File: src/lsjc_pkg.sv
// ----------------------------------------------------------------------------
// lsjc_pkg
// Shared types, constants, error table and microcode ROM for the line
// steering junction counter.
// ----------------------------------------------------------------------------
`default_nettype none

package lsjc_pkg;

    // beat payloads
    typedef struct packed {
        logic        operation;
        logic [7:0]  sensor_byte;
        logic [31:0] time_ms;
    } sample_t;

    typedef struct packed {
        logic [15:0] left_speed;
        logic [15:0] right_speed;
        logic [7:0]  junction_count;
        logic        done_res;
        logic        line_lost;
    } result_t;

    typedef struct packed {
        logic [2:0]  reg_index;
        logic [15:0] wdata;
    } cfg_write_t;

    // register indexes
    localparam logic [2:0] CFG_TARGET_JUNCTIONS = 3'd0;
    localparam logic [2:0] CFG_PROP_GAIN        = 3'd1;
    localparam logic [2:0] CFG_DERIV_GAIN       = 3'd2;
    localparam logic [2:0] CFG_BASE_SPEED       = 3'd3;
    localparam logic [2:0] CFG_MAX_SPEED        = 3'd4;
    localparam logic [2:0] CFG_COOLDOWN_MS      = 3'd5;
    localparam logic [2:0] CFG_ALIGN_SPEED      = 3'd6;

    // register reset values
    localparam logic [7:0]  RST_TARGET_JUNCTIONS = 8'd1;
    localparam logic [15:0] RST_PROP_GAIN        = 16'd197;
    localparam logic [15:0] RST_DERIV_GAIN       = 16'd0;
    localparam logic [15:0] RST_BASE_SPEED       = 16'd9830;
    localparam logic [15:0] RST_MAX_SPEED        = 16'd26214;
    localparam logic [15:0] RST_COOLDOWN_MS      = 16'd500;
    localparam logic [15:0] RST_ALIGN_SPEED      = 16'd9830;

    typedef struct packed {
        logic [7:0]  target_junctions;
        logic [15:0] prop_gain;
        logic [15:0] deriv_gain;
        logic [15:0] base_speed;
        logic [15:0] max_speed;
        logic [15:0] cooldown_ms;
        logic [15:0] align_speed;
    } cfg_regs_t;

    // error of a lost line, Q5.8
    localparam logic signed [13:0] LOST_ERROR = 14'sd7680;

    // microcode
    typedef logic [3:0] step_t;

    typedef enum logic [3:0] {
        U_NOP,
        U_LOAD,
        U_CLASSIFY,
        U_ERR,
        U_MUL_P,
        U_MUL_D,
        U_ACC,
        U_TURN,
        U_SPEED,
        U_START,
        U_ALIGN,
        U_EMIT
    } uop_t;

    typedef enum logic [2:0] {
        J_NEXT,
        J_GOTO,
        J_WAIT_IN,
        J_WAIT_OUT,
        J_BRANCH
    } jump_t;

    typedef struct packed {
        uop_t  uop;
        jump_t jump;
        step_t target;
    } ucode_t;

    // sequencer to datapath
    typedef struct packed {
        uop_t uop;
        logic en;
    } ctrl_t;

    // datapath to sequencer
    typedef struct packed {
        logic is_start;
        logic finish;
        logic out_free;
    } status_t;

    localparam step_t STEP_WAIT_IN  = 4'd0;
    localparam step_t STEP_CLASSIFY = 4'd1;
    localparam step_t STEP_ERR      = 4'd2;
    localparam step_t STEP_MUL_P    = 4'd3;
    localparam step_t STEP_MUL_D    = 4'd4;
    localparam step_t STEP_ACC      = 4'd5;
    localparam step_t STEP_TURN     = 4'd6;
    localparam step_t STEP_SPEED    = 4'd7;
    localparam step_t STEP_START    = 4'd8;
    localparam step_t STEP_ALIGN    = 4'd9;
    localparam step_t STEP_EMIT     = 4'd10;

    // control program
    function automatic ucode_t ucode_rom(step_t pc);
        ucode_t uc;
        unique case (pc)
            STEP_WAIT_IN:  uc = '{U_LOAD,     J_WAIT_IN,  STEP_CLASSIFY};
            STEP_CLASSIFY: uc = '{U_CLASSIFY, J_BRANCH,   STEP_ERR};
            STEP_ERR:      uc = '{U_ERR,      J_NEXT,     STEP_MUL_P};
            STEP_MUL_P:    uc = '{U_MUL_P,    J_NEXT,     STEP_MUL_D};
            STEP_MUL_D:    uc = '{U_MUL_D,    J_NEXT,     STEP_ACC};
            STEP_ACC:      uc = '{U_ACC,      J_NEXT,     STEP_TURN};
            STEP_TURN:     uc = '{U_TURN,     J_NEXT,     STEP_SPEED};
            STEP_SPEED:    uc = '{U_SPEED,    J_GOTO,     STEP_EMIT};
            STEP_START:    uc = '{U_START,    J_GOTO,     STEP_EMIT};
            STEP_ALIGN:    uc = '{U_ALIGN,    J_GOTO,     STEP_EMIT};
            STEP_EMIT:     uc = '{U_EMIT,     J_WAIT_OUT, STEP_WAIT_IN};
            default:       uc = '{U_NOP,      J_GOTO,     STEP_WAIT_IN};
        endcase
        return uc;
    endfunction

    // rounded magnitude of 2560*mag/seen, ties away from zero
    function automatic logic [12:0] err_table(logic [1:0] mag, logic [2:0] seen);
        logic [12:0] v;
        unique case ({mag, seen})
            5'b01_001: v = 13'd2560;
            5'b01_010: v = 13'd1280;
            5'b01_011: v = 13'd853;
            5'b01_100: v = 13'd640;
            5'b01_101: v = 13'd512;
            5'b10_001: v = 13'd5120;
            5'b10_010: v = 13'd2560;
            5'b10_011: v = 13'd1707;
            5'b10_100: v = 13'd1280;
            5'b10_101: v = 13'd1024;
            5'b11_001: v = 13'd7680;
            5'b11_010: v = 13'd3840;
            5'b11_011: v = 13'd2560;
            5'b11_100: v = 13'd1920;
            5'b11_101: v = 13'd1536;
            default:   v = 13'd0;
        endcase
        return v;
    endfunction

endpackage

`default_nettype wire

File: src/lsjc_sequencer.sv
// ----------------------------------------------------------------------------
// lsjc_sequencer
// Step counter over the microcode ROM with wait and branch conditions.
// ----------------------------------------------------------------------------
`default_nettype none

module lsjc_sequencer
    import lsjc_pkg::*;
(
    input  wire logic    clk,
    input  wire logic    rst_n,
    input  wire logic    in_valid,
    output logic         in_ready,
    input  wire status_t status,
    output ctrl_t        ctrl
);

    step_t  pc_reg;
    step_t  pc_next;
    ucode_t uc;

    assign uc = ucode_rom(pc_reg);

    // step enable and input handshake
    assign in_ready = (uc.jump == J_WAIT_IN);

    always_comb
    begin
        ctrl.uop = uc.uop;
        unique case (uc.jump)
            J_WAIT_IN:  ctrl.en = in_valid;
            J_WAIT_OUT: ctrl.en = status.out_free;
            default:    ctrl.en = 1'b1;
        endcase
    end

    // next step
    always_comb
    begin
        unique case (uc.jump)
            J_NEXT:     pc_next = pc_reg + step_t'(1);
            J_GOTO:     pc_next = uc.target;
            J_WAIT_IN:  pc_next = in_valid ? uc.target : pc_reg;
            J_WAIT_OUT: pc_next = status.out_free ? uc.target : pc_reg;
            J_BRANCH:
            begin
                priority if (status.is_start)
                    pc_next = STEP_START;
                else if (status.finish)
                    pc_next = STEP_ALIGN;
                else
                    pc_next = uc.target;
            end
            default:    pc_next = STEP_WAIT_IN;
        endcase
    end

    always_ff @(posedge clk or negedge rst_n)
    begin
        if (!rst_n)
            pc_reg <= STEP_WAIT_IN;
        else
            pc_reg <= pc_next;
    end

    // classification always leads to one of the three result paths
    a_branch_target: assert property (@(posedge clk) disable iff (!rst_n)
        pc_reg == STEP_CLASSIFY |=>
            pc_reg == STEP_ERR || pc_reg == STEP_START || pc_reg == STEP_ALIGN)
        else $error("bad branch after classify");

    // the program counter stays inside the program
    a_pc_range: assert property (@(posedge clk) disable iff (!rst_n)
        pc_reg <= STEP_EMIT)
        else $error("step counter out of program");

    // a waiting emit holds its step
    a_emit_hold: assert property (@(posedge clk) disable iff (!rst_n)
        pc_reg == STEP_EMIT && !status.out_free |=> pc_reg == STEP_EMIT)
        else $error("emit left while output busy");

endmodule

`default_nettype wire

File: config.mk
export PLATFORM = sky130hd
export DESIGN_NAME = lsjc_sequencer
export DESIGN_NICKNAME = d
export VERILOG_FILES = /design/src/lsjc_pkg.sv /design/src/lsjc_sequencer.sv
export SDC_FILE = /design/constraint.sdc
export NUM_CORES = 1
export LEC_CHECK = 0
export BUFFER_PORTS_ARGS = -buffer_cell sky130_fd_sc_hd__buf_2
export CAP_MARGIN = 20
export CORE_AREA = 4 4 41 43
export DETAILED_ROUTE_END_ITERATION = 8
export DIE_AREA = 0 0 45 47
export GPL_TIMING_DRIVEN = 0
export PLACE_DENSITY = 0.68
export SKIP_CTS_REPAIR_TIMING = 1
export SLEW_MARGIN = 20
export SYNTH_ARGS = -nofsm -noshare
export SYNTH_HDL_FRONTEND = slang
export SYNTH_SLANG_ARGS = --single-unit
File: constraint.sdc
create_clock -name clk -period 5.95 [get_ports clk]
set_input_delay 1.19 -clock clk [delete_from_list [all_inputs] [get_ports clk]]
set_output_delay 1.19 -clock clk [all_outputs]
set_load 0.05 [all_outputs]
-- After elaboration in Yosys (flattened, before gate mapping)
Memory sizes are Yosys's and may differ from the RTL's.
Cells that the tools add are included.
- bits in registers: 4
- memory bits (read-only): 176
- bits of input ports: 6
- word-level logic and storage cells: 17
- memories: 1
- $add $sub $neg: 1
- eq/ne operators: 6
- mux-type cells: 6
- reductions and logical operators: 2
- memories (memory ; words ; bits a word ; read ports ; clocked after Yosys merged registers in ; write ports ; line ; RTL):
    (no name shown) ; 16 ; 11 ; 1 ; 0 ; 0 ; lsjc_pkg.sv:121 ; unique case (pc)
- operators with widths (operator ; number):
    4-bit one-hot mux with 5 select lines ; 1
    4-bit two-way mux ; 4
    3-bit by 2-bit == test with 1-bit output, second input constant ; 2
    4-bit by 1-bit adder with 4-bit output, second input constant ; 1
    2-bit != test, second input constant ; 2
    3-bit by 1-bit == test with 1-bit output, second input constant ; 1
    3-bit == test, second input constant ; 1
    3-bit zero test ; 1
    1-bit one-hot mux with 2 select lines ; 1
    2-bit AND reduction ; 1

-- Logic depth before layout (Yosys ltp)
Gate-level depths: netlist of run 1.
An unclocked memory read counts as a cell.
- depth in word-level cells: 4
- mapped depth: 6
- gate-level depth less buffers: 6

-- Worst setup path after synthesis of run 1
OpenSTA, ideal clock, no wires.
- kind: register to output
- start point: register pc_reg[0]
- end point: output port in_ready
- arrival: 2.263 ns
- data required time: 4.760 ns
- slack: 2.497 ns
- stages on the path, launching flop included: 5
- path buffers: 0
- path through: dfrtp_1 -> inv_1 -> ha_1 -> or4b_4 -> nor3_1
- longest elaborated chain between the ends: 2
- RTL lines (element ; line ; RTL):
    from (decl) ; lsjc_sequencer.sv:18 ; step_t pc_reg;
    from (signal assigned) ; lsjc_sequencer.sv:63 ; pc_reg <= pc_next;
    memory 16 x 11 bit ; -- ;
    3-bit by 2-bit == test with 1-bit output ; lsjc_sequencer.sv:25 ; assign in_ready = (uc.jump == J_WAIT_IN);
    to (decl) ; lsjc_sequencer.sv:13 ; output logic in_ready,
Every way passes these cells.

==> reports/metrics.csv, run 1 <==
metric;value;unit
status;finished, final reports clean;
Initial Util;0.393;
YS warnings;0;
drt pass-1 iters;2;
IO Pins;12;
row cnt;13;
Post-Syn Instances;63;
Max Fclk;301;MHz
1st-iter DRT viols;5;
RSZ-0062 raised after global routing;no;
most frequent cells in the layout;buf_2, nor2_1, ha_1;
Worst Clk Skew;2.54;ps
area of the multi-input gates;389;um^2
Die Wd;45;um
Async SR Flop Fraction;1.00;
number of antenna diodes;0;
area added between synthesis and finish;18.8;%
root buffer cell;clkbuf_4;
Total GRT Usage;0.128;
Post-synth EDFFs;0;
GRT met3 Usage;0.0460;
post-route ant nets;0;
worst hold path type;register to register;
Seq cells post-synth;4;
startpoint types;input pin;
Filler Cells Inserted;148;
synthesized cell area;512;um^2
total grt overflow;0;
drt wl/cell;12.4;um
GRT busiest layer;met2;
CTS buffer count;3;
first-pass GRT wire length;1970;um
HP Start;pc_reg[0];
worst hold path depth;1;
met1 usage;0.163;
initial antenna violation count;0;
post-DP HPWL;906;um
Largest register FFs;4;
vias in the first global route;462;
sequential-to-total area share from yosys stat;0.196;
most common cell after layout, fill and taps aside;buf_2;
layout cells sized above 1;0.234;
Post-Syn Nets;76;
DRC viols;0;
Final Max Tran Viols;0;
reg2reg path depth;6;
final hold vios;0;
critical path class;input pin to output port;
normalized max-slew margin;0.660;
post-route setup TNS;0;ps
# port buffers;11;
routed vias;515;
crit path from;in_valid;
CTS tree;yes;
Cell variety after synth;30;
Least-Margin Pin Slew;509;ps
Syn Area/Cell;8.12;um^2
Die Footprint;2120;um^2
dominant synthesized flop cell;dfrtp_1;
htree depth;1;
GP Congestion;0.821;
setup violators final;0;
# nets final;92;
met2 usage;0.212;
Clock Latency Late Sink;230;ps
worst endpoint data arrival time;2130;ps
core area;1300;um^2
minimum clock period;3320;ps
DR vias/cell;5.60;
CP Capture Type;output port;
clock-pin slew on the worst setup and hold paths;30;ps
Worst Path Max Fanout;8;
Clock Sinks;4;
Die Height;47;um
sequential cell area;100;um^2
worst r2r src;pc_reg[0];
number of max-cap violations;0;
CP required;4760;ps
Longest Clk Path Bufs;2;
pin count of the biggest net entering global routing;11;
drt total wl;1140;um
final period utilization;0.559;
final timing paths:
| check | endpoint | slack, ps |
|---|---|---|
| min in group asynchronous | pc_reg[2] | 750 |
| max in group asynchronous | pc_reg[1] | 5080 |
| max reg2reg | pc_reg[0] | 3930 |
| min reg2reg | pc_reg[0] | 740 |
| max | ctrl[0] | 2630 |
| min | pc_reg[0] | 740 |
synthesized netlist by cell type, drive strengths merged (2+ instances only):
library cell	number	area, um^2
nor2	8	30.0
clkbuf	2	7.51
o21ai	2	10.0
inv	4	15.0
dfrtp	4	100
nand3	2	10.0
a211oi	3	22.5
a21oi	6	30.0
nand3b	2	15.0
a22o	2	17.5
ha	7	87.6
nand2b	2	12.5
o22ai	2	12.5
routing by layer:
metal | vias to the layer above | routed length [um] | share of wire
met3 | 0 | 50 | 0.044
met5 | - | 0 | 0
met4 | 0 | 0 | 0
met2 | 9 | 555 | 0.49
li1 | 267 | - | -
met1 | 239 | 533 | 0.47
cell type report:
class / count / share of cell area
Multi-Input combinational cell: 53 / 0.640
Clock buffer: 3 / 0.0370
Timing Repair Buffer: 11 / 0.0905
Inverter: 4 / 0.0247
Tap cell: 15 / 0.0309
Sequential cell: 4 / 0.165
Buffer: 2 / 0.0123
logic make-up after synthesis:
family	synth area share
AOI/OAI and AO/OA	0.315
adders and majority gates	0.171
buffers and inverters	0.0440
DFF	0.196
and+or+nand+nor	0.274
per-stage QoR:
step | area (um^2) | worst slack, ps | hold slack, ps | instances | utilization
finish | 608 | 2630 | 740 | 92 | 0.467
global placement | 586 | 2630 | 733 | 89 | 0.450
floorplan | 512 | 2500 | 619 | 63 | -
detailed placement | 586 | 2620 | 737 | 89 | 0.450
CTS | 608 | 2600 | 744 | 92 | 0.467
global route | 608 | 2490 | 751 | 92 | 0.467
critical path: stages:
cell,delay [ps]
buf_2,90
or3_1,340
a22oi_4,230
inv_1,60
buf_2,210
Power of run 1 is left out: the tool's default activity adds up to more than one toggle a clock period on the data nets, which glitch-free logic cannot reach.
==> run 2, diff against run 1 <==
--- a/config.mk
+++ b/config.mk
@@ -5,13 +5,14 @@
 export SDC_FILE = /design/constraint.sdc
 export NUM_CORES = 1
 export LEC_CHECK = 0
+export ABC_AREA = 1
 export BUFFER_PORTS_ARGS = -buffer_cell sky130_fd_sc_hd__buf_2
 export CAP_MARGIN = 20
-export CORE_AREA = 4 4 41 43
+export CORE_MARGIN = 4
+export CORE_UTILIZATION = 42
 export DETAILED_ROUTE_END_ITERATION = 8
-export DIE_AREA = 0 0 45 47
 export GPL_TIMING_DRIVEN = 0
-export PLACE_DENSITY = 0.68
+export PLACE_DENSITY = 0.72
 export SKIP_CTS_REPAIR_TIMING = 1
 export SLEW_MARGIN = 20
 export SYNTH_ARGS = -nofsm -noshare
==> constraint.sdc (replaced) <==
create_clock -name clk -period 3.5 [get_ports clk]
set_input_delay 0.7 -clock clk [delete_from_list [all_inputs] [get_ports clk]]
set_output_delay 0.7 -clock clk [all_outputs]
set_load 0.05 [all_outputs]
==> reports/metrics.csv, run 2 <==
metric;value;unit
GP Congestion;0.861;
Synth area leaders;dfrtp_1, nand2_1, ha_1;
Longest Clk Path Bufs;2;
number of antenna diodes;0;
reg2reg setup slack;1850;ps
Max Fclk;407;MHz
# port buffers;11;
clock-pin slew on the worst setup and hold paths;40;ps
sequential-to-total area share from yosys stat;0.180;
number of max-cap violations;0;
Post-synth EDFFs;0;
Initial Util;0.475;
dominant synthesized flop cell;dfrtp_1;
Final Max Tran Viols;0;
Yosys top cell by area;dfrtp_1;
reg2reg path depth;10;
Largest register FFs;4;
most common cell after layout, fill and taps aside;nand2_1;
GRT busiest layer;met2;
status;finished, final reports clean;
Clock Latency Late Sink;230;ps
total grt overflow;0;
synthesized cell area;557;um^2
Worst Path Max Fanout;6;
root buffer cell;clkbuf_4;
WHS;263;ps
Total GRT Usage;0.148;
post-DP HPWL;947;um
1st-iter DRT viols;20;
CTS buffer count;3;
CP Capture Type;output port;
CTS tree;yes;
htree depth;1;
final hold vios;0;
worst hold path type;input pin to async pin;
pin count of the biggest net entering global routing;9;
reg-to-reg critical path endpoint;pc_reg[3];
post-route ant nets;0;
Clock Sinks;4;
Synth top area share;0.180;
Post-Syn Nets;98;
Seq cells post-synth;4;
startpoint types;register;
YS warnings;0;
DRC viols;0;
drt total wl;1200;um
IO Pins;12;
post-route setup TNS;0;ps
first-pass GRT wire length;2090;um
initial antenna violation count;0;
Die Height;44.4;um
RSZ-0062 raised after global routing;no;
worst r2r src;pc_reg[1];
commonest cells in the netlist;nand2_1, inv_1, ha_1;
Die Wd;44.4;um
GRT met3 Usage;0.0366;
Async SR Flop Fraction;1.00;
met2 usage;0.227;
vias in the first global route;525;
area added between synthesis and finish;17.1;%
CP required;2800;ps
critical path class;register to output port;
core area;1170;um^2
final period utilization;0.702;
Die Footprint;1970;um^2
setup violators final;0;
most frequent cells in the layout;nand2_1, buf_2, inv_1;
DR vias/cell;5.12;
Post-Syn Instances;85;
Syn Area/Cell;6.55;um^2
minimum clock period;2460;ps
drt pass-1 iters;4;
row cnt;12;
count leader, synth;nand2_1;
layout cells sized above 1;0.283;
routed vias;578;
drt wl/cell;10.6;um
# nets final;114;
met1 usage;0.178;
normalized max-slew margin;0.791;
Worst Clk Skew;4.03;ps
Cell variety after synth;24;
worst endpoint data arrival time;1760;ps
Least-Margin Pin Slew;312;ps
[run 2: cell count changes after synthesis, moves of 3 or more]
| cell | before | now |
|---|---|---|
| nor2_1 | 8 | 5 |
| inv_1 | 4 | 9 |
| o21ai_1 | 0 | 4 |
| nand3_1 | 2 | 6 |
| nand2_1 | 1 | 26 |
| inv_2 | 0 | 4 |
| a21oi_1 | 6 | 1 |
[run 2: critical path, cell delays in order, from the launching register on]
cell and delay, ps:
dfrtp_1 430, ha_1 220, ha_1 230, nor2_2 110
nand2_1 60, o21ai_1 90, nand3_2 140, buf_2 240
[run 2: logic make-up (layout without fill, tap and decap cells)]
logic type / after synthesis / in the layout / synth area share
buf+inv: 15 / 29 / 0.115
compound gates: 11 / 11 / 0.112
flops: 4 / 4 / 0.180
xor+xnor: 1 / 1 / 0.0157
simple gates: 47 / 47 / 0.420
fa+ha+maj: 7 / 7 / 0.157
[run 2: per-layer routing]
metal / part of all wire / up-vias
met5: 0 / -
met1: 0.45 / 256
li1: - / 303
met4: 0.027 / 0
met3: 0.063 / 4
met2: 0.46 / 15
[run 2: worst max path at each step]
stage,startpoint,cells after the start,slack [ps],to
after detailed placement,pc_reg[1],7,1270,ctrl[0]
after global placement,pc_reg[1],7,1280,ctrl[0]
final,pc_reg[1],7,1040,ctrl[0]
after CTS,pc_reg[1],7,1020,ctrl[0]
after floorplan,pc_reg[0],3,410,in_ready
after global routing,pc_reg[1],7,880,ctrl[0]
[run 2: final cells by class]
cell class	instances	area, um^2
fill	118	519
multi-input combinational	66	393
timing repair buffer	11	55.1
inverter	14	52.6
clock buffer	3	22.5
tap	14	17.5
sequential	4	100
buffer	1	11.3
[run 2: stage by stage]
step	std cells	instance area, um^2	util	worst slack, ps
2_1_floorplan	85	557	-	414
3_3_place_gp	110	629	0.537	1280
3_5_place_dp	110	629	0.537	1270
4_1_cts	113	652	0.557	1020
5_1_grt	113	652	0.557	878
6_report	113	652	0.557	1040
Power of run 2 is left out for the same reason.
==> run 3, diff against run 2 <==
--- a/config.mk
+++ b/config.mk
@@ -12,7 +12,7 @@
 export CORE_UTILIZATION = 42
 export DETAILED_ROUTE_END_ITERATION = 8
 export GPL_TIMING_DRIVEN = 0
-export PLACE_DENSITY = 0.72
+export PLACE_DENSITY = 0.75
 export SKIP_CTS_REPAIR_TIMING = 1
 export SLEW_MARGIN = 20
 export SYNTH_ARGS = -nofsm -noshare
==> constraint.sdc (replaced) <==
create_clock -name clk -period 2.2 [get_ports clk]
set_input_delay 0.44 -clock clk [delete_from_list [all_inputs] [get_ports clk]]
set_output_delay 0.44 -clock clk [all_outputs]
set_load 0.05 [all_outputs]
==> reports/metrics.csv, run 3 (synthesis gave the netlist of run 2 again) <==
metric;value;unit
status;finished, final reports clean;
fin area;678;um^2
startpoint types;register;
Initial Util;0.475;
reg-to-reg critical path endpoint;pc_reg[1];
vias in the first global route;509;
CP Capture Type;output port;
Final Max Tran Viols;0;
Post-Layout Cell Count;113;
most common cell after layout, fill and taps aside;nand2_1;
Least-Margin Pin Slew;261;ps
layout cells sized above 1;0.333;
row cnt;12;
Placed Area;641;um^2
final hold vios;0;
reg2reg setup slack;580;ps
htree depth;1;
CP required;1760;ps
routed vias;571;
Total GRT Usage;0.138;
number of max-cap violations;0;
worst hold path type;input pin to async pin;
Worst Path Max Fanout;6;
placed cells;110;
reg2reg path depth;10;
minimum clock period;2090;ps
drt wl/cell;10.5;um
core area;1170;um^2
Clock Latency Late Sink;230;ps
DR vias/cell;5.05;
Die Wd;44.4;um
most frequent cells in the layout;nand2_1, inv_1, buf_2;
clock-pin slew on the worst setup and hold paths;40;ps
Die Height;44.4;um
# port buffers;11;
drt pass-1 iters;5;
normalized max-slew margin;0.826;
worst r2r src;pc_reg[1];
total grt overflow;0;
final period utilization;0.952;
GP Congestion;0.845;
RSZ-0062 raised after global routing;yes;
root buffer cell;clkbuf_4;
Longest Clk Path Bufs;2;
1st-iter DRT viols;13;
pin count of the biggest net entering global routing;9;
post-route ant nets;0;
number of antenna diodes;0;
# nets final;114;
CTS buffer count;3;
CTS tree;yes;
post-DP HPWL;1010;um
Max Fclk;478;MHz
setup violators final;0;
Worst Clk Skew;4.32;ps
area added between synthesis and finish;21.8;%
IO Pins;12;
Clock Sinks;4;
first-pass GRT wire length;2090;um
DRC viols;0;
critical path class;register to output port;
initial antenna violation count;0;
Die Footprint;1970;um^2
drt total wl;1190;um
Largest register FFs;4;
worst endpoint data arrival time;1650;ps
-- run 3: cell count changes in the layout (fill, tap and decap cells not counted) --
cell / previous run / this run
a211oi_1: 1 / 0
a211oi_2: 0 / 1
buf_2: 11 / 9
buf_6: 1 / 2
clkbuf_4: 3 / 4
dfrtp_1: 4 / 3
dfrtp_2: 0 / 1
ha_1: 7 / 5
ha_2: 0 / 2
nor4_1: 1 / 0
nor4_2: 0 / 1
o21ai_0: 3 / 2
o21ai_1: 4 / 5
-- run 3: how the worst max path moves through the flow --
stage                    from       end  depth (start not counted)
detailed placement  pc_reg[1]   ctrl[0]                          7
floorplan           pc_reg[0]  in_ready                          3
global route        pc_reg[1]   ctrl[0]                          7
CTS                 pc_reg[1]   ctrl[0]                          7
global placement    pc_reg[1]   ctrl[0]                          7
finish              pc_reg[1]   ctrl[0]                          7
-- run 3: final cells by class --
cell class              instances  area (um^2)
flip-flops and latches          4          101
multi-input cells              66          409
repair buffers                 11         63.8
inverters                      14         52.6
fillers                       116          493
well taps                      14         17.5
plain buffers                   1         11.3
clock buffers                   3         22.5
-- run 3: critical path: stages (launching register included) --
cell and delay, ps:
dfrtp_2 440, ha_1 210, ha_2 210, nor2_2 110, nand2_1 60, o21ai_1 90, nand3_2 130, buf_6 180
-- run 3: per-layer routing --
| metal | GRT usage | wire length (um) | vias to the layer above |
|---|---|---|---|
| li1 | - | - | 301 |
| met1 | 0.187 | 555 | 256 |
| met2 | 0.233 | 574 | 14 |
| met3 | 0.0122 | 55 | 0 |
| met4 | 0.0361 | 0 | 0 |
| met5 | 0 | 0 | - |
-- run 3: stage by stage --
stage / setup TNS [ps] / worst slack [ps] / utilization / hold slack (ps)
2_1_floorplan: -57.0 / -57.0 / - / 144
3_3_place_gp: 0 / 231 / 0.547 / 245
3_5_place_dp: 0 / 204 / 0.547 / 248
4_1_cts: -34.0 / -34.0 / 0.566 / 8.14
5_1_grt: -12.4 / -12.4 / 0.579 / 6.03
6_report: 0 / 106 / 0.579 / 8.68
Power of run 3 is left out for the same reason.
