`src/lsjc_pkg.sv`:
```
// ----------------------------------------------------------------------------
// lsjc_pkg
// Shared types, constants, error table and microcode ROM for the line
// steering junction counter.
// ----------------------------------------------------------------------------
`default_nettype none

package lsjc_pkg;

    // beat payloads
    typedef struct packed {
        logic        operation;
        logic [7:0]  sensor_byte;
        logic [31:0] time_ms;
    } sample_t;

    typedef struct packed {
        logic [15:0] left_speed;
        logic [15:0] right_speed;
        logic [7:0]  junction_count;
        logic        done_res;
        logic        line_lost;
    } result_t;

    typedef struct packed {
        logic [2:0]  reg_index;
        logic [15:0] wdata;
    } cfg_write_t;

    // register indexes
    localparam logic [2:0] CFG_TARGET_JUNCTIONS = 3'd0;
    localparam logic [2:0] CFG_PROP_GAIN        = 3'd1;
    localparam logic [2:0] CFG_DERIV_GAIN       = 3'd2;
    localparam logic [2:0] CFG_BASE_SPEED       = 3'd3;
    localparam logic [2:0] CFG_MAX_SPEED        = 3'd4;
    localparam logic [2:0] CFG_COOLDOWN_MS      = 3'd5;
    localparam logic [2:0] CFG_ALIGN_SPEED      = 3'd6;

    // register reset values
    localparam logic [7:0]  RST_TARGET_JUNCTIONS = 8'd1;
    localparam logic [15:0] RST_PROP_GAIN        = 16'd197;
    localparam logic [15:0] RST_DERIV_GAIN       = 16'd0;
    localparam logic [15:0] RST_BASE_SPEED       = 16'd9830;
    localparam logic [15:0] RST_MAX_SPEED        = 16'd26214;
    localparam logic [15:0] RST_COOLDOWN_MS      = 16'd500;
    localparam logic [15:0] RST_ALIGN_SPEED      = 16'd9830;

    typedef struct packed {
        logic [7:0]  target_junctions;
        logic [15:0] prop_gain;
        logic [15:0] deriv_gain;
        logic [15:0] base_speed;
        logic [15:0] max_speed;
        logic [15:0] cooldown_ms;
        logic [15:0] align_speed;
    } cfg_regs_t;

    // error of a lost line, Q5.8
    localparam logic signed [13:0] LOST_ERROR = 14'sd7680;

    // microcode
    typedef logic [3:0] step_t;

    typedef enum logic [3:0] {
        U_NOP,
        U_LOAD,
        U_CLASSIFY,
        U_ERR,
        U_MUL_P,
        U_MUL_D,
        U_ACC,
        U_TURN,
        U_SPEED,
        U_START,
        U_ALIGN,
        U_EMIT
    } uop_t;

    typedef enum logic [2:0] {
        J_NEXT,
        J_GOTO,
        J_WAIT_IN,
        J_WAIT_OUT,
        J_BRANCH
    } jump_t;

    typedef struct packed {
        uop_t  uop;
        jump_t jump;
        step_t target;
    } ucode_t;

    // sequencer to datapath
    typedef struct packed {
        uop_t uop;
        logic en;
    } ctrl_t;

    // datapath to sequencer
    typedef struct packed {
        logic is_start;
        logic finish;
        logic out_free;
    } status_t;

    localparam step_t STEP_WAIT_IN  = 4'd0;
    localparam step_t STEP_CLASSIFY = 4'd1;
    localparam step_t STEP_ERR      = 4'd2;
    localparam step_t STEP_MUL_P    = 4'd3;
    localparam step_t STEP_MUL_D    = 4'd4;
    localparam step_t STEP_ACC      = 4'd5;
    localparam step_t STEP_TURN     = 4'd6;
    localparam step_t STEP_SPEED    = 4'd7;
    localparam step_t STEP_START    = 4'd8;
    localparam step_t STEP_ALIGN    = 4'd9;
    localparam step_t STEP_EMIT     = 4'd10;

    // control program
    function automatic ucode_t ucode_rom(step_t pc);
        ucode_t uc;
        unique case (pc)
            STEP_WAIT_IN:  uc = '{U_LOAD,     J_WAIT_IN,  STEP_CLASSIFY};
            STEP_CLASSIFY: uc = '{U_CLASSIFY, J_BRANCH,   STEP_ERR};
            STEP_ERR:      uc = '{U_ERR,      J_NEXT,     STEP_MUL_P};
            STEP_MUL_P:    uc = '{U_MUL_P,    J_NEXT,     STEP_MUL_D};
            STEP_MUL_D:    uc = '{U_MUL_D,    J_NEXT,     STEP_ACC};
            STEP_ACC:      uc = '{U_ACC,      J_NEXT,     STEP_TURN};
            STEP_TURN:     uc = '{U_TURN,     J_NEXT,     STEP_SPEED};
            STEP_SPEED:    uc = '{U_SPEED,    J_GOTO,     STEP_EMIT};
            STEP_START:    uc = '{U_START,    J_GOTO,     STEP_EMIT};
            STEP_ALIGN:    uc = '{U_ALIGN,    J_GOTO,     STEP_EMIT};
            STEP_EMIT:     uc = '{U_EMIT,     J_WAIT_OUT, STEP_WAIT_IN};
            default:       uc = '{U_NOP,      J_GOTO,     STEP_WAIT_IN};
        endcase
        return uc;
    endfunction

    // rounded magnitude of 2560*mag/seen, ties away from zero
    function automatic logic [12:0] err_table(logic [1:0] mag, logic [2:0] seen);
        logic [12:0] v;
        unique case ({mag, seen})
            5'b01_001: v = 13'd2560;
            5'b01_010: v = 13'd1280;
            5'b01_011: v = 13'd853;
            5'b01_100: v = 13'd640;
            5'b01_101: v = 13'd512;
            5'b10_001: v = 13'd5120;
            5'b10_010: v = 13'd2560;
            5'b10_011: v = 13'd1707;
            5'b10_100: v = 13'd1280;
            5'b10_101: v = 13'd1024;
            5'b11_001: v = 13'd7680;
            5'b11_010: v = 13'd3840;
            5'b11_011: v = 13'd2560;
            5'b11_100: v = 13'd1920;
            5'b11_101: v = 13'd1536;
            default:   v = 13'd0;
        endcase
        return v;
    endfunction

endpackage

`default_nettype wire

```
`src/lsjc_stream_if.sv`:
```
// ----------------------------------------------------------------------------
// lsjc_stream_if
// Valid/ready channel carrying one payload per beat.
// ----------------------------------------------------------------------------
`default_nettype none

interface lsjc_stream_if #(
    parameter type payload_t = logic
);
    logic     valid;
    logic     ready;
    payload_t data;

    modport source (output valid, output data, input ready);
    modport sink   (input valid, input data, output ready);
endinterface

`default_nettype wire

```
`src/lsjc_datapath.sv`:
```
// ----------------------------------------------------------------------------
// lsjc_datapath
// Junction counting state, error lookup, shared multiplier, clamp and
// output register, driven one micro-op per cycle; a waiting step holds its op.
// ----------------------------------------------------------------------------
`default_nettype none

module lsjc_datapath
    import lsjc_pkg::*;
(
    input  wire logic      clk,
    input  wire logic      rst_n,
    input  wire ctrl_t     ctrl,
    input  wire sample_t   sample_data,
    input  wire cfg_regs_t regs,
    output status_t        status,
    lsjc_stream_if.source  result
);

    // clamp to [0, max]
    function automatic logic [15:0] clamp_speed(logic signed [25:0] v, logic [15:0] max);
        logic [15:0] r;
        priority if (v < 26'sd0)
            r = 16'd0;
        else if (v > $signed({10'd0, max}))
            r = max;
        else
            r = v[15:0];
        return r;
    endfunction

    // payload registers
    sample_t                sample_reg;
    logic signed [13:0]     err_reg;
    logic signed [14:0]     diff_reg;
    logic signed [31:0]     prod_reg;
    logic signed [32:0]     acc_reg;
    logic signed [24:0]     turn_reg;
    result_t                res_reg;
    result_t                out_reg;

    // control state
    logic signed [13:0]     prev_reg;
    logic [7:0]             count_reg;
    logic [31:0]            stamp_reg;
    logic                   armed_reg;
    logic                   finished_reg;
    logic                   out_valid_reg;

    logic [4:0]             seen_bits;
    logic [2:0]             seen;
    logic                   lost;
    logic [1:0]             pos_w;
    logic [1:0]             neg_w;
    logic [1:0]             mag;
    logic                   neg;
    logic [12:0]            err_mag;
    logic signed [13:0]     err_seen;
    logic signed [13:0]     err_lost;
    logic                   junction;
    logic [31:0]            elapsed;
    logic                   take;
    logic [7:0]             count_inc;
    logic                   finish_pre;
    logic signed [16:0]     mul_a;
    logic signed [14:0]     mul_b;
    logic signed [31:0]     prod;
    logic signed [32:0]     rounded;
    logic signed [25:0]     sum_l;
    logic signed [25:0]     sum_r;

    // sensor decode, active low
    assign seen_bits = ~sample_reg.sensor_byte[4:0];
    assign seen      = 3'({2'b0, seen_bits[0]}) + 3'({2'b0, seen_bits[1]})
                     + 3'({2'b0, seen_bits[2]}) + 3'({2'b0, seen_bits[3]})
                     + 3'({2'b0, seen_bits[4]});
    assign lost      = (seen == 3'd0);

    // weighted error in tens: right minus left
    assign pos_w    = {seen_bits[4], seen_bits[3]};
    assign neg_w    = {seen_bits[0], seen_bits[1]};
    assign neg      = (neg_w > pos_w);
    assign mag      = neg ? (neg_w - pos_w) : (pos_w - neg_w);
    assign err_mag  = err_table(mag, seen);
    assign err_seen = neg ? -$signed({1'b0, err_mag}) : $signed({1'b0, err_mag});
    assign err_lost = (prev_reg < 14'sd0) ? -LOST_ERROR :
                      ((prev_reg != 14'sd0) ? LOST_ERROR : 14'sd0);

    // junction and cooldown
    assign junction   = (seen_bits[0] && seen_bits[4])
                     || (seen_bits[0] && seen_bits[1] && seen_bits[2])
                     || (seen_bits[4] && seen_bits[3] && seen_bits[2]);
    assign elapsed    = sample_reg.time_ms - stamp_reg;
    assign finish_pre = finished_reg || (count_reg >= regs.target_junctions);
    assign take       = !finish_pre && junction
                     && (!armed_reg || (elapsed > {16'd0, regs.cooldown_ms}));
    assign count_inc  = count_reg + 8'd1;

    assign status.is_start = sample_reg.operation;
    assign status.finish   = finish_pre || (take && (count_inc >= regs.target_junctions));
    assign status.out_free = !out_valid_reg || result.ready;

    // shared multiplier
    assign mul_a   = $signed({1'b0, (ctrl.uop == U_MUL_P) ? regs.prop_gain : regs.deriv_gain});
    assign mul_b   = (ctrl.uop == U_MUL_P) ? {err_reg[13], err_reg} : diff_reg;
    assign prod    = mul_a * mul_b;

    // rounding shift and wheel sums
    assign rounded = acc_reg + 33'sd128;
    assign sum_l   = $signed({10'd0, regs.base_speed}) + {turn_reg[24], turn_reg};
    assign sum_r   = $signed({10'd0, regs.base_speed}) - {turn_reg[24], turn_reg};

    // output channel
    assign result.valid = out_valid_reg;
    assign result.data  = out_reg;

    // control state
    always_ff @(posedge clk or negedge rst_n)
    begin
        if (!rst_n)
        begin
            prev_reg      <= '0;
            count_reg     <= '0;
            stamp_reg     <= '0;
            armed_reg     <= 1'b0;
            finished_reg  <= 1'b0;
            out_valid_reg <= 1'b0;
        end
        else
        begin
            if (ctrl.uop == U_CLASSIFY && !sample_reg.operation)
            begin
                if (finish_pre)
                    finished_reg <= 1'b1;
                else if (take)
                begin
                    count_reg <= count_inc;
                    stamp_reg <= sample_reg.time_ms;
                    armed_reg <= 1'b1;
                    if (count_inc >= regs.target_junctions)
                        finished_reg <= 1'b1;
                end
            end
            if (ctrl.uop == U_START)
            begin
                count_reg    <= '0;
                stamp_reg    <= '0;
                armed_reg    <= 1'b0;
                finished_reg <= 1'b0;
            end
            if (ctrl.uop == U_ERR && !lost)
                prev_reg <= err_seen;
            if (ctrl.uop == U_EMIT && ctrl.en)
                out_valid_reg <= 1'b1;
            else if (result.ready)
                out_valid_reg <= 1'b0;
        end
    end

    // datapath registers
    always_ff @(posedge clk)
    begin
        unique case (ctrl.uop)
            U_LOAD:
            begin
                if (ctrl.en)
                    sample_reg <= sample_data;
            end
            U_ERR:
            begin
                if (lost)
                begin
                    err_reg  <= err_lost;
                    diff_reg <= {err_lost[13], err_lost} - {prev_reg[13], prev_reg};
                end
                else
                begin
                    err_reg  <= err_seen;
                    diff_reg <= '0;
                end
            end
            U_MUL_P:
                prod_reg <= prod;
            U_MUL_D:
            begin
                acc_reg  <= {prod_reg[31], prod_reg};
                prod_reg <= prod;
            end
            U_ACC:
                acc_reg <= acc_reg + {prod_reg[31], prod_reg};
            U_TURN:
                turn_reg <= rounded[32:8];
            U_SPEED:
            begin
                res_reg.left_speed     <= clamp_speed(sum_l, regs.max_speed);
                res_reg.right_speed    <= clamp_speed(sum_r, regs.max_speed);
                res_reg.junction_count <= count_reg;
                res_reg.done_res       <= 1'b0;
                res_reg.line_lost      <= lost;
            end
            U_START:
                res_reg <= '0;
            U_ALIGN:
            begin
                res_reg.left_speed     <= regs.align_speed;
                res_reg.right_speed    <= regs.align_speed;
                res_reg.junction_count <= count_reg;
                res_reg.done_res       <= 1'b1;
                res_reg.line_lost      <= lost;
            end
            U_EMIT:
            begin
                if (ctrl.en)
                    out_reg <= res_reg;
            end
            default:
            begin
            end
        endcase
    end

    // count only steps by one or restarts at zero
    a_count_step: assert property (@(posedge clk) disable iff (!rst_n)
        count_reg != $past(count_reg) |->
            count_reg == $past(count_reg) + 8'd1 || count_reg == 8'd0)
        else $error("junction count jumped");

    // stored error stays within the lost-line bound
    a_prev_range: assert property (@(posedge clk) disable iff (!rst_n)
        prev_reg <= LOST_ERROR && prev_reg >= -LOST_ERROR)
        else $error("previous error out of range");

    // with the line seen the derivative input is zero
    a_diff_zero: assert property (@(posedge clk) disable iff (!rst_n)
        ctrl.uop == U_ERR && !lost |=> diff_reg == 15'sd0)
        else $error("derivative active on seen line");

    // a done beat drives both wheels alike
    a_done_equal: assert property (@(posedge clk) disable iff (!rst_n)
        out_valid_reg && out_reg.done_res |-> out_reg.left_speed == out_reg.right_speed)
        else $error("done beat with unequal wheels");

endmodule

`default_nettype wire
```
`src/flat_wrapper.sv`:
```
// flat-port wrapper written by rule: the top's interface ports become plain ports
module lsjc_datapath_flat import lsjc_pkg::*;
  (clk, rst_n, ctrl, sample_data, regs, status, result_valid, result_data, result_ready);
  lsjc_stream_if result_i ();
  input  wire logic clk;
  input  wire logic rst_n;
  input  wire ctrl_t ctrl;
  input  wire sample_t sample_data;
  input  wire cfg_regs_t regs;
  output status_t status;
  output wire logic [$bits(result_i.valid)-1:0] result_valid;
  output wire logic [$bits(result_i.data)-1:0] result_data;
  input wire logic [$bits(result_i.ready)-1:0] result_ready;
  assign result_valid = result_i.valid;
  assign result_data = result_i.data;
  assign result_i.ready = result_ready;
  lsjc_datapath u_core (.clk(clk), .rst_n(rst_n), .ctrl(ctrl), .sample_data(sample_data), .regs(regs), .status(status), .result(result_i));
endmodule
```
`config.mk`:
```
export PLATFORM = sky130hd
export DESIGN_NAME = lsjc_datapath_flat
export DESIGN_NICKNAME = d
export VERILOG_FILES = /design/src/lsjc_pkg.sv /design/src/lsjc_stream_if.sv /design/src/lsjc_datapath.sv /design/src/flat_wrapper.sv
export SDC_FILE = /design/constraint.sdc
export NUM_CORES = 1
export LEC_CHECK = 0
export BUFFER_PORTS_ARGS = -buffer_cell sky130_fd_sc_hd__buf_2
export CAP_MARGIN = 20
export CORE_ASPECT_RATIO = 1.75
export CORE_MARGIN = 1
export CORE_UTILIZATION = 55
export CTS_CLUSTER_SIZE = 16
export DETAILED_ROUTE_END_ITERATION = 8
export PLACE_DENSITY = 0.85
export SLEW_MARGIN = 20
export SYNTH_ARGS = -nofsm -noshare
export SYNTH_HDL_FRONTEND = slang
export SYNTH_SLANG_ARGS = --single-unit
```
`constraint.sdc`:
```
create_clock -name clk -period 10.7 [get_ports clk]
set_input_delay 1.07 -clock clk [delete_from_list [all_inputs] [get_ports clk]]
set_output_delay 1.07 -clock clk [all_outputs]
set_load 0.05 [all_outputs]
```
Word-level counts from Yosys, hierarchy flattened --
Index checks and enable logic that the tools add are counted. Widths: inputs -> output; s select.
Operators by class: add/sub/neg operators 6, magnitude comparators 3, eq/ne operators 7, muxes and demuxes 20, bitwise logic cells 1, reductions and logical operators 31
Operators with widths (number):
- $mux 32 | 4
- $gt 32x16->1 | 1
- $mux 8 | 4
- $sub 32x32->32 | 1
- $eq 4x4->1 const B | 4
- $ge 8x8->1 | 2
- $mux 1 | 11
- $logic_and 1x1->1 | 10
- $add 3x1->3 | 3
- $reduce_bool 3->1 | 3
- $add 8x1->8 const B | 1
- $logic_or 1x1->1 | 6
- $reduce_and 3->1 | 2
- $reduce_bool 2->1 | 3
- $not 5->5 | 1
- $eq 4x1->1 const B | 1
- $eq 4x2->1 const B | 1
- $logic_not 1->1 | 4
- $reduce_and 2->1 | 2
- $logic_not 3->1 | 1
- $pmux 1 s3 | 1
- $add 1x1->2 | 1
- $ne 2x2->1 const B | 1
Word-level totals: register bits 83, bits of input ports 153, output and inout port bits 5, logic and storage cells 78

Logic depth before layout (Yosys ltp) --
Gate-level depths: netlist (run 1).
word-level depth 11, gate-level depth with buffers 22, gate-level depth less buffers 19

Worst setup path before layout (run 1) --
OpenSTA, ideal clock, no wires.
path type reg2out, start point reg u_core.stamp_reg[1], end point out status[1] (netlist bit), arrival 4.442 ns, required time 9.630 ns, slack 5.188 ns, cell stages (with the launch flop) 21, buffers on the path 2, cells stage by stage dfrtp_1 inv_1 ha_1 nor2b_1 o2111ai_1 a211oi_1 nor2_1 o31ai_1 xor2_1 ha_1 nand4_1 nor3_1 a21boi_0 o41ai_1 o2111ai_1 nor3_1 nand4_1 o41a_1 buf_2 buf_1 a21o_1
RTL lines:
- from (decl) | line lsjc_datapath.sv:45 | logic [31:0] stamp_reg;
- from (signal assigned) | line lsjc_datapath.sv:138 | stamp_reg <= sample_reg.time_ms;
- to (decl) | line flat_wrapper.sv:10 | output status_t status;

==> qor.txt, run 1 <==
number of buffers added for setup after CTS - 0
number of DRC violations after detailed-routing iteration 0 - 330
DRT antenna net count - 0
result of the run - complete, but fails checks
sequential area share after synthesis - 35.1%
ratio of total power to cell area - 137 mW/mm²
syn nets - 967
wire length of the first global-routing pass - 26900 µm
highest-delay cell along the critical path - sky130_fd_sc_hd__a211oi_1
startpoint of the lowest-slack hold path - u_core.res_reg[0]
vias per cell - 6.24
Min-Delay Endpoint - u_core.result.data
Layout Area Growth over Synthesis - 11.3%
total number of H-tree levels - 3
DR WL/cell - 17.8 µm
standby leakage power - 3.09 nW
maxcap violations - 0
post-synth top area cell - sky130_fd_sc_hd__edfxtp_1
share of power burned in combinational logic - 29.3%
hold buffer count at cts - 0
length in cells of the worst reg-to-reg path - 19
Crit path required time - 9.63 ns
Net Switching - 0.323 mW
number of iterations in the first detailed-routing pass - 8
CP Class - flip-flop to output port
vias in the first global route - 5728
Crit path largest cell delay - 0.61 ns
non-filler instance count after layout - 938
maximum net fanout on the critical path - 5
Placed Cells - 922
initial antenna violation count - 0
cells after synthesis - 745
clock tree skew after final layout - 0.00788 ns
number of distinct standard cells referenced by the synthesized netlist - 64
start of the worst register-to-register path - u_core.sample_reg[1]
number of synthesized register bits - 83
top cells by area, synth - sky130_fd_sc_hd__edfxtp_1 18%, sky130_fd_sc_hd__dfrtp_1 17%, sky130_fd_sc_hd__ha_1 13%
count of final setup violators - 0
number of pins with negative max-slew slack in the final report - 0
internal cell power - 0.665 mW
largest voltage drop on the vdd net - 0.107 mV
flip-flop count of the largest register after layout - 37
power share of the clock group - 33.8%
Worst Hold Margin - 0.433 ns
placer's final routability congestion estimate - 0.971
Worst-Skew Late Latency - 0.35 ns
number of vias after detailed routing - 5851
most frequently used flop master after synthesis - sky130_fd_sc_hd__dfrtp_1
switching power as a share of total power - 32.7%
violations in the final reports - DRC
async set-or-reset flop fraction in the synthesized netlist - 51.8%
share of the cycle needed by the critical path after routing - 61.4%
critical path arrival - 5.50 ns
sequential power share - 37.0%
register-to-register setup slack - 4.52 ns
Resize count post-CTS - 0
clock tree sinks - 83
DIE WIDTH - 84.1 µm
total gr overflow - 0
global-route usage over all layers - 28.0%
number of enable-type register cells in the synthesized netlist - 40
HPWL after detailed placement - 12300 µm
DIE AREA - 0.0123 mm²
Vert. Die Dim - 146 µm
sort of element at the start of the critical path - flip-flop
fraction of final layout cells with drive strength greater than 1 - 15.2%
clock-pin slew on the worst setup and hold paths - 0.07 ns
routed wire length - 16700 µm
effective utilization at floorplan - 56.4%
Cell Chain, Critical Path - ha_1, nor2b_1, o2111ai_1, a211oi_1, nor2_1, o31ai_1, xor2_1, ha_1, nand4_1, nor3_1, a21boi_0, o41ai_1, o2111ai_1, nor3_1, nand4_1, o41a_1, a21o_1, buf_2
number of nets at the end of the flow - 1020
number of buffers on the longest clock path - 2
timing-limited maximum frequency - 152 MHz
maximum number of pins on one net before global-route repair - 47
Layout fillers - 968
Sum Neg Setup Slack - 0 ns
total of warnings raised by yosys - 0
final worst path period need - 6.57 ns
end of the worst register-to-register path - u_core.stamp_reg[18]
average cell area after synthesis - 8.72 µm²
I/O pins - 158
cell at the root of the clock tree - sky130_fd_sc_hd__clkbuf_16
TritonCTS clock tree - yes
RSZ-0062 raised after global routing - no
Yosys top cell area share - 18.5%
std cell rows - 52
worst rel slew slack - 29.1%
kind of end point of the critical path - output port
number of endpoints with negative hold slack in the final report - 0
cell count of the worst hold path - 0
number of input and output port buffers inserted - 74
min-delay worst type - flip-flop to flip-flop
netlist area before placement - 0.00649 mm²
antenna diode count - 0
Core Box Area - 0.0115 mm²
clock buffers created by TritonCTS - 9
worst slew pin tran - 1.06 ns
final routed DRC violation total - 17
==> how the worst max path moves through the flow <==
stage | from | end | slack, ns
6_report | u_core.sample_reg[1] | status[1] | 4.13
4_1_cts | u_core.sample_reg[1] | status[1] | 4.15
3_5_place_dp | u_core.stamp_reg[1] | status[1] | 4.53
5_1_grt | u_core.stamp_reg[1] | status[1] | 3.74
3_3_place_gp | u_core.sample_reg[1] | status[1] | 4.59
2_1_floorplan | u_core.stamp_reg[1] | status[1] | 5.19
==> cells in the final DEF, fill, tap and decap left out, drive strengths merged, types with 4 or more instances in the layout <==
| master | count |
|---|---|
| nor2b | 8 |
| a211oi | 7 |
| mux2i | 4 |
| or4 | 6 |
| or2 | 5 |
| xnor2 | 15 |
| nor3 | 13 |
| edfxtp | 40 |
| a21oi | 93 |
| o21ai | 59 |
| inv | 77 |
| a21boi | 4 |
| buf | 79 |
| nand2b | 14 |
| o31ai | 8 |
| o2111ai | 7 |
| ha | 66 |
| o211ai | 7 |
| o21a | 13 |
| xor2 | 10 |
| nand4 | 20 |
| a21o | 11 |
| nor4 | 8 |
| nor2 | 35 |
| clkbuf | 11 |
| nand2 | 48 |
| dfrtp | 43 |
| nand3 | 47 |
==> synth_stat cells, types with 6 or more instances <==
master and number:
sky130_fd_sc_hd__a21oi_1 79, sky130_fd_sc_hd__inv_1 75, sky130_fd_sc_hd__ha_1 66, sky130_fd_sc_hd__nand2_1 48, sky130_fd_sc_hd__nand3_1 47, sky130_fd_sc_hd__dfrtp_1 43
sky130_fd_sc_hd__edfxtp_1 40, sky130_fd_sc_hd__nor2_1 35, sky130_fd_sc_hd__o21ai_1 34, sky130_fd_sc_hd__o21ai_0 25, sky130_fd_sc_hd__nand4_1 20, sky130_fd_sc_hd__clkbuf_1 17
sky130_fd_sc_hd__xnor2_1 15, sky130_fd_sc_hd__a21oi_2 14, sky130_fd_sc_hd__nand2b_1 14, sky130_fd_sc_hd__nor3_1 13, sky130_fd_sc_hd__o21a_1 13, sky130_fd_sc_hd__a21o_1 11
sky130_fd_sc_hd__xor2_1 10, sky130_fd_sc_hd__buf_2 8, sky130_fd_sc_hd__nor2b_1 8, sky130_fd_sc_hd__o31ai_1 8, sky130_fd_sc_hd__buf_1 7, sky130_fd_sc_hd__nor4_1 7
sky130_fd_sc_hd__o211ai_1 7, sky130_fd_sc_hd__a211oi_1 6, sky130_fd_sc_hd__o2111ai_1 6, sky130_fd_sc_hd__or4_1 6
==> worst max-delay path, delay by kind of cell (launching register included) <==
kind / cells / cell delay (ns)
compound gates: 8 / 2.76
xor+xnor: 1 / 0.20
fa+ha+maj: 2 / 0.56
buf+inv: 1 / 0.21
flops: 1 / 0.44
simple gates: 6 / 0.99
==> per-stage QoR <==
| stage | setup WS (ns) | utilization, % | cell area, µm² | power, mW |
|---|---|---|---|---|
| floorplan | 5.19 | - | 6490 | 0.579 |
| global placement | 4.59 | 60.0 | 6910 | 0.649 |
| global route | 3.74 | 62.8 | 7230 | 1.04 |
| CTS | 4.15 | 62.8 | 7230 | 0.989 |
| detailed placement | 4.53 | 60.0 | 6910 | 0.654 |
| finish | 4.13 | 62.8 | 7230 | 0.988 |
==> power by group through the flow <==
stage / Combinational [mW] / Clock [mW] / Sequential [mW]
2_1_floorplan: 0.209 / 0 / 0.369
3_3_place_gp: 0.278 / 0 / 0.371
3_5_place_dp: 0.283 / 0 / 0.372
4_1_cts: 0.286 / 0.338 / 0.365
5_1_grt: 0.320 / 0.352 / 0.368
6_report: 0.289 / 0.333 / 0.365
==> routing by layer <==
layer | routed length, µm | global-route usage, % | vias to the layer above
li1 | - | - | 2830
met1 | 6240 | 29.7 | 2710
met2 | 8770 | 50.6 | 244
met3 | 752 | 4.76 | 67
met4 | 894 | 17.4 | 0
met5 | 0 | 0 | -
==> logic make-up (layout without fill, tap and decap cells) <==
kind of cell             count (synthesis)  after routing  share of synthesized area [%]
XOR/XNOR                                25             25                           3.37
flip-flops                              83             83                           35.1
buffers and inverters                  112            170                           7.15
AND/OR/NAND/NOR                        215            215                           16.7
AO/OA/AOI/OAI                          237            237                           23.4
adder cells (fa/ha/maj)                 69             69                           13.6
multiplexers                             4              4                          0.616
==> cell type report <==
type                       instances  area, µm²  area share [%]
clock buffer                      11        254            3.51
clock inverter                     5       66.3           0.917
inverter                          75        282            3.89
multi-input combinational        550       3770            52.2
sequential                        83       2280            31.5
tap                              135        169            2.34
timing repair buffer              79        410            5.68
(Power assumes the default switching activity.)
==> run 2, diff against run 1 <==
CORE_UTILIZATION = 50   (was 55)
PLACE_DENSITY = 0.81   (was 0.85)
clock period = 5.9 ns   (was 10.7 ns; I/O delays follow)
==> run 2 against run 1 <==
Net effect: the flow now finishes without violations; hold slack got worse by 0.21 ns; first-iteration DRC count increased by 80%; flip-flop and latch count unchanged; clock skew about the same; sequential power increased by 82%; final area increased by 1.7%; utilization decreased by 4.3 points; die area increased by 9.8%; non-clock buffer count increased by 10; critical path type unchanged; largest cell class unchanged.
==> qor.txt, run 2 (synthesized netlist as in run 1, its figures left out) <==
Crit path required time - 5.31 ns (-4.32 ns)
number of pins with negative max-slew slack in the final report - 0 (unchanged)
DIE AREA - 0.0135 mm² (+9.8%)
Layout Area Growth over Synthesis - 13.2%
standby leakage power - 3.13 nW (+1.4%)
Layout fillers - 1139 (+18%)
TritonCTS clock tree - yes
HPWL after detailed placement - 12500 µm (+1.0%)
vias per cell - 5.93 (-4.9%)
Worst-Skew Late Latency - 0.34 ns (about the same)
fraction of final layout cells with drive strength greater than 1 - 17.2% (+2.0 points)
min-delay worst type - input pin to asynchronous set/reset pin
worst slew pin tran - 0.734 ns (-0.326 ns)
number of nets at the end of the flow - 1030 (+0.98%)
DRT antenna net count - 0 (unchanged)
vias in the first global route - 5733 (+0.087%)
flip-flop count of the largest register after layout - 37 (unchanged)
Core Box Area - 0.0126 mm² (+9.1%)
count of final setup violators - 0 (unchanged)
Sum Neg Setup Slack - 0 ns (unchanged)
cell at the root of the clock tree - sky130_fd_sc_hd__clkbuf_16
final worst path period need - 5.65 ns
clock tree sinks - 83 (unchanged)
clock buffers created by TritonCTS - 9 (unchanged)
number of input and output port buffers inserted - 74 (unchanged)
largest voltage drop on the vdd net - 0.242 mV (+130%)
clock-pin slew on the worst setup and hold paths - 0.07 ns (about the same)
total number of H-tree levels - 3 (unchanged)
clock tree skew after final layout - 0.00787 ns (-0.0000132 ns)
total gr overflow - 0 (unchanged)
number of vias after detailed routing - 5821 (-0.51%)
number of iterations in the first detailed-routing pass - 5 (-3)
timing-limited maximum frequency - 177 MHz
ratio of total power to cell area - 237 mW/mm² (+73%)
worst rel slew slack - 50.4% (+21 points)
commonest non-fill, non-tap cells in the layout - 76 x sky130_fd_sc_hd__a21oi_1, 75 x sky130_fd_sc_hd__inv_1, 73 x sky130_fd_sc_hd__buf_2
std cell rows - 54 (+3.8%)
I/O pins - 158 (unchanged)
final routed DRC violation total - 0 (-17)
number of buffers on the longest clock path - 2 (unchanged)
hold buffer count at cts - 0 (unchanged)
number of DRC violations after detailed-routing iteration 0 - 595 (+80%)
wire length of the first global-routing pass - 26800 µm (-0.18%)
DR WL/cell - 16.7 µm (-5.9%)
total power after layout - 1.74 mW (+76%)
global-route usage over all layers - 25.6% (-2.4 points)
critical path arrival - 5.06 ns (-0.44 ns)
DIE WIDTH - 88.2 µm (+4.8%)
maximum number of pins on one net before global-route repair - 44 (-6.4%)
result of the run - finished clean
maxcap violations - 0 (unchanged)
maximum net fanout on the critical path - 7 (+2)
antenna diode count - 0 (unchanged)
initial antenna violation count - 0 (unchanged)
number of endpoints with negative hold slack in the final report - 0 (unchanged)
RSZ-0062 raised after global routing - no
kind of end point of the critical path - output port
Vert. Die Dim - 153 µm (+4.8%)
most common cell after layout, fill and taps aside - sky130_fd_sc_hd__a21oi_1
routed wire length - 16400 µm (-1.6%)
effective utilization at floorplan - 51.7% (-4.7 points)
sort of element at the start of the critical path - flip-flop
placer's final routability congestion estimate - 0.940 (-3.2%)
CP Class - flip-flop to output port
share of the cycle needed by the critical path after routing - 95.8%
==> run 2: final cells by class <==
type / instances / area (µm²) / area share (%)
clock inverters: 7 / 70.1 / 0.953
clock buffers: 9 / 225 / 3.06
flip-flops and latches: 83 / 2280 / 31.0
inverters: 75 / 282 / 3.83
well taps: 168 / 210 / 2.86
repair buffers: 89 / 485 / 6.60
multi-input cells: 550 / 3800 / 51.7
==> run 2: stage by stage <==
stage / worst slack, ns / hold WS [ns] / utilization (%) / std cells / cell area [µm²]
2_1_floorplan: 0.868 / 0.294 / - / 745 / 6490
3_3_place_gp: 0.372 / 0.416 / 55.7 / 963 / 7000
3_5_place_dp: 0.357 / 0.410 / 55.7 / 963 / 7000
4_1_cts: 0.0379 / 0.413 / 58.1 / 979 / 7300
5_1_grt: 0.0150 / 0.278 / 58.5 / 981 / 7350
6_report: 0.245 / 0.222 / 58.5 / 981 / 7350
==> run 2: worst max-delay path: stages (launching register included) <==
cell	delay, ns
sky130_fd_sc_hd__edfxtp_1	0.42
sky130_fd_sc_hd__ha_1	0.45
sky130_fd_sc_hd__nand4_1	0.19
sky130_fd_sc_hd__o22a_1	0.31
sky130_fd_sc_hd__nand2_1	0.17
sky130_fd_sc_hd__nor2_1	0.09
sky130_fd_sc_hd__o31ai_1	0.31
sky130_fd_sc_hd__xor2_1	0.12
sky130_fd_sc_hd__ha_1	0.30
sky130_fd_sc_hd__nand4_1	0.15
sky130_fd_sc_hd__nor3_2	0.26
sky130_fd_sc_hd__nand4_1	0.22
sky130_fd_sc_hd__o311ai_0	0.26
sky130_fd_sc_hd__o2111ai_1	0.22
sky130_fd_sc_hd__nor3_1	0.23
sky130_fd_sc_hd__nand4_1	0.21
sky130_fd_sc_hd__o41a_1	0.40
sky130_fd_sc_hd__a21o_1	0.20
sky130_fd_sc_hd__buf_2	0.21
==> run 2: power breakdown <==
group / internal [mW] / switching [mW]
Clock: 0.297 / 0.252
Combinational: 0.211 / 0.318
Sequential: 0.642 / 0.0217
==> run 2: timing repair <==
action | in CTS | in global routing
endpoints found under the setup margin | 1 | 1
gates resized for setup | 1 | 7
gates cloned | 0 | 0
pin swaps | 0 | 2
buffers inserted | 0 | 2
==> run 2: worst paths after layout <==
check	start	cells past startpoint	endpoint	slack, ns
worst max-delay path	u_core.sample_reg[10]	18	status[1]	0.25
worst min-delay path	rst_n	1	u_core.stamp_reg[19]	0.22
worst max register to register	u_core.sample_reg[10]	18	u_core.finished_reg	0.71
worst min register to register	u_core.res_reg[0]	0	u_core.result.data	0.45
max in group asynchronous	rst_n	1	u_core.stamp_reg[7]	5.25
min in group clk	sample_data[21]	1	u_core.sample_reg[21]	0.42
==> run 2: per-layer routing <==
layer / vias up / GRT usage, % / wire length (µm)
met5: - / 0 / 0
met4: 0 / 11.9 / 549
met3: 37 / 4.01 / 641
met2: 185 / 43.0 / 8400
met1: 2754 / 31.5 / 6810
li1: 2845 / - / -
